===== src/rtl/pls_pkg.sv =====
// Shared types and constants for the positional list store.
package pls_pkg;

    localparam int CAPACITY   = 64;
    localparam int ITEM_WIDTH = 32;
    localparam int IDX_W      = $clog2(CAPACITY);
    localparam int CNT_W      = $clog2(CAPACITY + 1);
    localparam int POS_W      = 7;
    localparam int CMP_W      = (CNT_W > POS_W) ? CNT_W + 1 : POS_W + 1;

    typedef enum logic [2:0] {
        MODE_INSERT = 3'd0,
        MODE_REMOVE = 3'd1,
        MODE_READ   = 3'd2,
        MODE_WRITE  = 3'd3,
        MODE_CLEAR  = 3'd4
    } mode_t;

    typedef enum logic [1:0] {
        ST_OK    = 2'd0,
        ST_RANGE = 2'd1,
        ST_FULL  = 2'd2
    } status_t;

    typedef enum logic [1:0] {
        CELL_HOLD   = 2'd0,
        CELL_INSERT = 2'd1,
        CELL_REMOVE = 2'd2,
        CELL_WRITE  = 2'd3
    } cell_op_t;

    typedef struct packed {
        cell_op_t                op;
        logic [IDX_W-1:0]        idx;
        logic [ITEM_WIDTH-1:0]   data;
    } cell_cmd_t;

    typedef struct packed {
        logic [2:0]  mode;
        logic [6:0]  position;
        logic [31:0] item_in;
    } in_t;

    typedef struct packed {
        logic [31:0] item_out;
        logic [1:0]  status;
        logic [6:0]  item_count;
    } out_t;

endpackage


===== src/rtl/pls_cell.sv =====
// One storage cell of the list: holds one entry and shifts with its neighbors.
module pls_cell (
    input  logic                             aclk,
    input  logic [pls_pkg::IDX_W-1:0]        cell_idx,
    input  pls_pkg::cell_cmd_t               cmd,
    input  logic [pls_pkg::ITEM_WIDTH-1:0]   left_entry,
    input  logic [pls_pkg::ITEM_WIDTH-1:0]   right_entry,
    output logic [pls_pkg::ITEM_WIDTH-1:0]   entry,
    output logic [pls_pkg::ITEM_WIDTH-1:0]   rd_hit
);

    logic [pls_pkg::ITEM_WIDTH-1:0] entry_reg;
    logic [pls_pkg::ITEM_WIDTH-1:0] entry_next;
    logic                           at_pos;
    logic                           above_pos;

    assign at_pos    = (cell_idx == cmd.idx);
    assign above_pos = (cell_idx > cmd.idx);

    always_comb begin
        entry_next = entry_reg;
        case (cmd.op)
            pls_pkg::CELL_INSERT: begin
                if (at_pos) begin
                    entry_next = cmd.data;
                end else if (above_pos) begin
                    entry_next = left_entry;
                end
            end
            pls_pkg::CELL_REMOVE: begin
                if (at_pos || above_pos) begin
                    entry_next = right_entry;
                end
            end
            pls_pkg::CELL_WRITE: begin
                if (at_pos) begin
                    entry_next = cmd.data;
                end
            end
            default: begin
                entry_next = entry_reg;
            end
        endcase
    end

    always_ff @(posedge aclk) begin
        entry_reg <= entry_next;
    end

    assign entry  = entry_reg;
    assign rd_hit = at_pos ? entry_reg : '0;

endmodule


===== config.mk =====
export PLATFORM = sky130hd
export DESIGN_NAME = pls_cell
export DESIGN_NICKNAME = d
export VERILOG_FILES = /design/src/rtl/pls_pkg.sv /design/src/rtl/pls_cell.sv
export SDC_FILE = /design/constraint.sdc
export NUM_CORES = 1
export LEC_CHECK = 0
export CORE_MARGIN = 2
export CORE_UTILIZATION = 50
export DETAILED_ROUTE_END_ITERATION = 8
export DONT_BUFFER_PORTS = 1
export MAX_ROUTING_LAYER = met4
export SYNTH_ARGS = -nofsm -noshare
export SYNTH_HDL_FRONTEND = slang
export SYNTH_SLANG_ARGS = --single-unit

===== constraint.sdc =====
create_clock -name aclk -period 2.6 [get_ports aclk]
set_input_delay 0.13 -clock aclk [delete_from_list [all_inputs] [get_ports aclk]]
set_output_delay 0.13 -clock aclk [all_outputs]
set_load 0.01 [all_outputs]

# Word-level counts from Yosys, hierarchy flattened
# Cells that the tools add are included.
dict set report totals {
  latchBits 0
  inputBits 111
  memories 0
  elab_cells 18
  romBits 0
  regBits 32
  ram_bits 0
  out_inout_bits 64
}
dict set report op_classes {
  n_div 0
  bitwise_logic 0
  reduce_logical 3
  addsub 0
  n_shift 0
  n_mux 6
  n_eq_ne 7
  magnitude_cmp 1
  multipliers 0
}
# operator n
set ops {}
lappend ops {{32-bit two-way mux} 5}
lappend ops {{32-bit one-hot mux with 3 select lines} 1}
lappend ops {{6-bit equality test} 1}
lappend ops {{6-bit greater-than comparator} 1}
lappend ops {{2-bit equality test, second input constant} 2}
lappend ops {{2-bit != test, second input constant} 2}
lappend ops {{4-bit AND reduction} 1}
lappend ops {{3-bit != test, second input constant} 1}
lappend ops {{3-bit nonzero test} 1}
lappend ops {{2-bit by 1-bit equality test with 1-bit output, second input constant} 1}
lappend ops {{1-bit logical OR} 1}

# Depth between registers and ports, before layout
dict set report logic_depth {
  word_depth 4
  ltp_mapped 7
  ltp_nobuf 6
}

# Least setup slack after synthesis
# Ideal clock, no wire load.
dict set report synth_timing {
  kind {input to register}
  start {input port cmd[36] (netlist bit)}
  end {register entry_reg, in the netlist entry[0], enable pin}
  t_required_ps 2224
  slack_ps 823
  stages 5
  arrival_ps 1401
  path_buffers 0
  path_cell_list {inv_1 -> ha_1 -> nand4_4 -> o211ai_1 -> o221a_2}
}
dict set report synth_via {
  elab_chain_len 4
  word_cells_on_any_way 7
}
# item line_no
set synth_rtl {}
lappend synth_rtl {{start: declaration} pls_cell.sv:5} ;# input pls_pkg::cell_cmd_t cmd,
lappend synth_rtl {{6-bit greater-than comparator / 6-bit equality test (equally long branches)} {pls_cell.sv:18, pls_cell.sv:17}}
lappend synth_rtl {{1-bit logical OR} pls_cell.sv:31} ;# if (at_pos || above_pos) begin
lappend synth_rtl {{2-bit != test (no source line)} n/a}
lappend synth_rtl {{4-bit AND reduction (no source line) (*)} n/a}
lappend synth_rtl {{end signal: assignment} pls_cell.sv:47} ;# entry_reg <= entry_next;
lappend synth_rtl {{end: declaration} pls_cell.sv:12} ;# logic [pls_pkg::ITEM_WIDTH-1:0] entry_reg;
# Mark *: on every way between the ends. The rest lies on a longest branch, timed or not.
# A chain may end at the register's enable or synchronous reset.

# Worst setup path in the final report
dict set report layout_timing {
  start {input port cmd[36] (netlist bit)}
  end {register entry_reg, in the netlist entry[11], enable pin}
}
# Same word-level chain as after synthesis.

==> reports/metrics.cfg <==
[cts]
ctsResizeCount = 0
cts_sinks = 32
clk_pin_slew_worst_paths_ns = 0.06
postCtsSetupBuffers = 0
cts_hold_buf = 0
numCtsBuffers = 5
htreeDepth = 2
cts_max_path_buffers = 2
cts_root_buf = clkbuf_8
cts_tree = built

[synth]
ys.flop_type = edfxtp_1
ys_ff_latch = 32
yosysWarnings = 0
async_flop_share_pct = 0
synth_edf_count = 32
syn_inst = 200
yosys.area.top_type = edfxtp_1
syn_area_per_cell_um2 = 12.2
synth.cell_area_mm2 = 0.00243
ys_seq_area_share_pct = 39.5
netlist-cell-type-count = 24
synthesis.nets = 317
yosys-top-cells-area = edfxtp_1, mux2i_1, and2_1, ha_1, buf_12
synth_top_area_share_pct = 39.5

[critical_path]
worstPathMaxFanout = 17
cp.required_ns = 2.57
path_class = in2reg
slowest_delay_ns = 0.45
crit_chain = inv_1 -> ha_1 -> nand4_4 -> o211ai_1 -> o221a_2 -> buf_4
crit_path_start_kind = input port
critical_path.endpoint_type = flip-flop
slowest_stage = o221a_2
crit_arrival_ns = 1.63

[layout]
syn2layout_area_growth_pct = 4.27
fin_nets = 313
fillers = 406
design_area_mm2 = 0.00254
final_common_cell = mux2i_1
antennaDiodeCount = 0
multi_input_area_mm2 = 0.00134
layout.cells.non_filler = 251
regArea_um2 = 961
largest_reg_flops = 32
drive_gt1_share_pct = 8.12
layout_common_cells = mux2i_1, edfxtp_1, and2_1

[placed_design]
routabilityCongestion = 0.719
dpl_cell_area_mm2 = 0.00243
dp_hpwl_mm = 3.81
numPortBuffers = 0
place_ws_ns = 0.615
dp_cells = 243

[timing]
hold_viol = 0
fmax_mhz = 602
setup_tns_ns = 0
finalCritPeriodShare_pct = 63.9
setup_viol = 0
period_needed_ns = 1.66
tightest_slew_ns = 0.375
holdWs_ns = 0.0630
drv_slew = 0
fin_ws_ns = 0.938
rsz0062_at_grt = no
slew_headroom_pct = 75.0

[detailed_routing]
post-route-drc-count = 0
drt_iter0_markers = 31
routed_via_density = 6.15
vias = 1543
wirelength_mm = 4.91
wl_per_cell_um = 19.6
detail-route-antenna-nets = 0
dr.pass1.iters = 4

[floorplan]
die_area_mm2 = 0.00544
num_rows = 25
die_w_um = 73.7
io_pins = 175
core_area_mm2 = 0.00469
die_h_um = 73.7
start_util_pct = 51.8

[hold_path]
holdCritStartpoint = cmd[14]
holdPathEnd = entry[14]$_DFFE_PP_
holdCritPathClass = in2reg
hold_path_depth = 1

[global_route]
gr-total-overflow = 0
grt_max_degree = 38
grt_pass1_vias = 1469
antenna_found_initial = 0
grt_pass1_wl_mm = 7.02
grtUsageTotal_pct = 18.1

[run_status]
run_status = finished clean

[power]
p_leak_nw = 1.02
power.density_mw_per_mm2 = 533
peakVddDrop_v = 0.000266

[flow_run]
maxCapViolCount = 0

[area by class of cell]
cell class | count | share of cell area (%)
clock buffers | 6 | 2.86
clock inverters | 2 | 1.38
inverters | 6 | 0.888
multi-input cells | 148 | 52.9
flip-flops and latches | 32 | 37.9
well taps | 54 | 2.66
repair buffers | 3 | 1.38
[worst max-delay path, delay by kind of cell]
| kind | cells | cell delay (ns) |
|---|---|---|
| adder cells (fa/ha/maj) | 1 | 0.31 |
| AO/OA/AOI/OAI | 2 | 0.66 |
| buffers and inverters | 2 | 0.35 |
| AND/OR/NAND/NOR | 1 | 0.16 |
[where the power goes]
group          internal [mW]  switching (mW)  total (mW)  leakage (nW)
logic                 0.0871          0.0789       0.166         0.666
clock network          0.284           0.173       0.457        0.0552
registers              0.657          0.0715       0.728         0.299
total                   1.03           0.323        1.35          1.02
[through the flow]
stage | util (%) | power, mW
after floorplan | - | 0.892
after global placement | 51.8 | 0.906
after detailed placement | 51.8 | 0.910
after CTS | 54.1 | 1.37
after global routing | 54.1 | 1.41
final | 54.1 | 1.35
[worst max-delay path by stage]
stage | from | endpoint | cells after the start
after floorplan | cmd[36] | entry[0]$_DFFE_PP_ | 5
after global routing | cmd[34] | entry[11]$_DFFE_PP_ | 6
final | cmd[36] | entry[11]$_DFFE_PP_ | 6
after detailed placement | cmd[36] | entry[7]$_DFFE_PP_ | 6
after global placement | cmd[36] | entry[7]$_DFFE_PP_ | 6
after CTS | cmd[36] | entry[1]$_DFFE_PP_ | 6
[layer usage]
layer	share of wire, %	up-vias	routed length (µm)	global-route usage [%]
met5	0	-	0	-
met4	1.2	0	58	6.67
met3	9.0	6	441	5.90
met2	53	96	2580	31.3
met1	37	715	1830	19.1
li1	-	726	-	-
[logic make-up after synthesis]
logic type / after synthesis / synth area share (%)
adders and majority gates: 6 / 3.09
buffers and inverters: 20 / 5.30
and+or+nand+nor: 40 / 11.1
AOI/OAI and AO/OA: 9 / 2.73
DFF: 32 / 39.5
muxes: 93 / 38.3
[synth_stat cells, types with 2 or more instances]
library cell and instances:
buf_12 2, inv_1 6, mux2i_1 93, edfxtp_1 32, nand2_1 2, nor2_1 2, ha_1 6, and2_2 2
and2_1 30, buf_2 8, a21oi_1 2, clkbuf_1 3
Power figures use the tool's default switching activity.
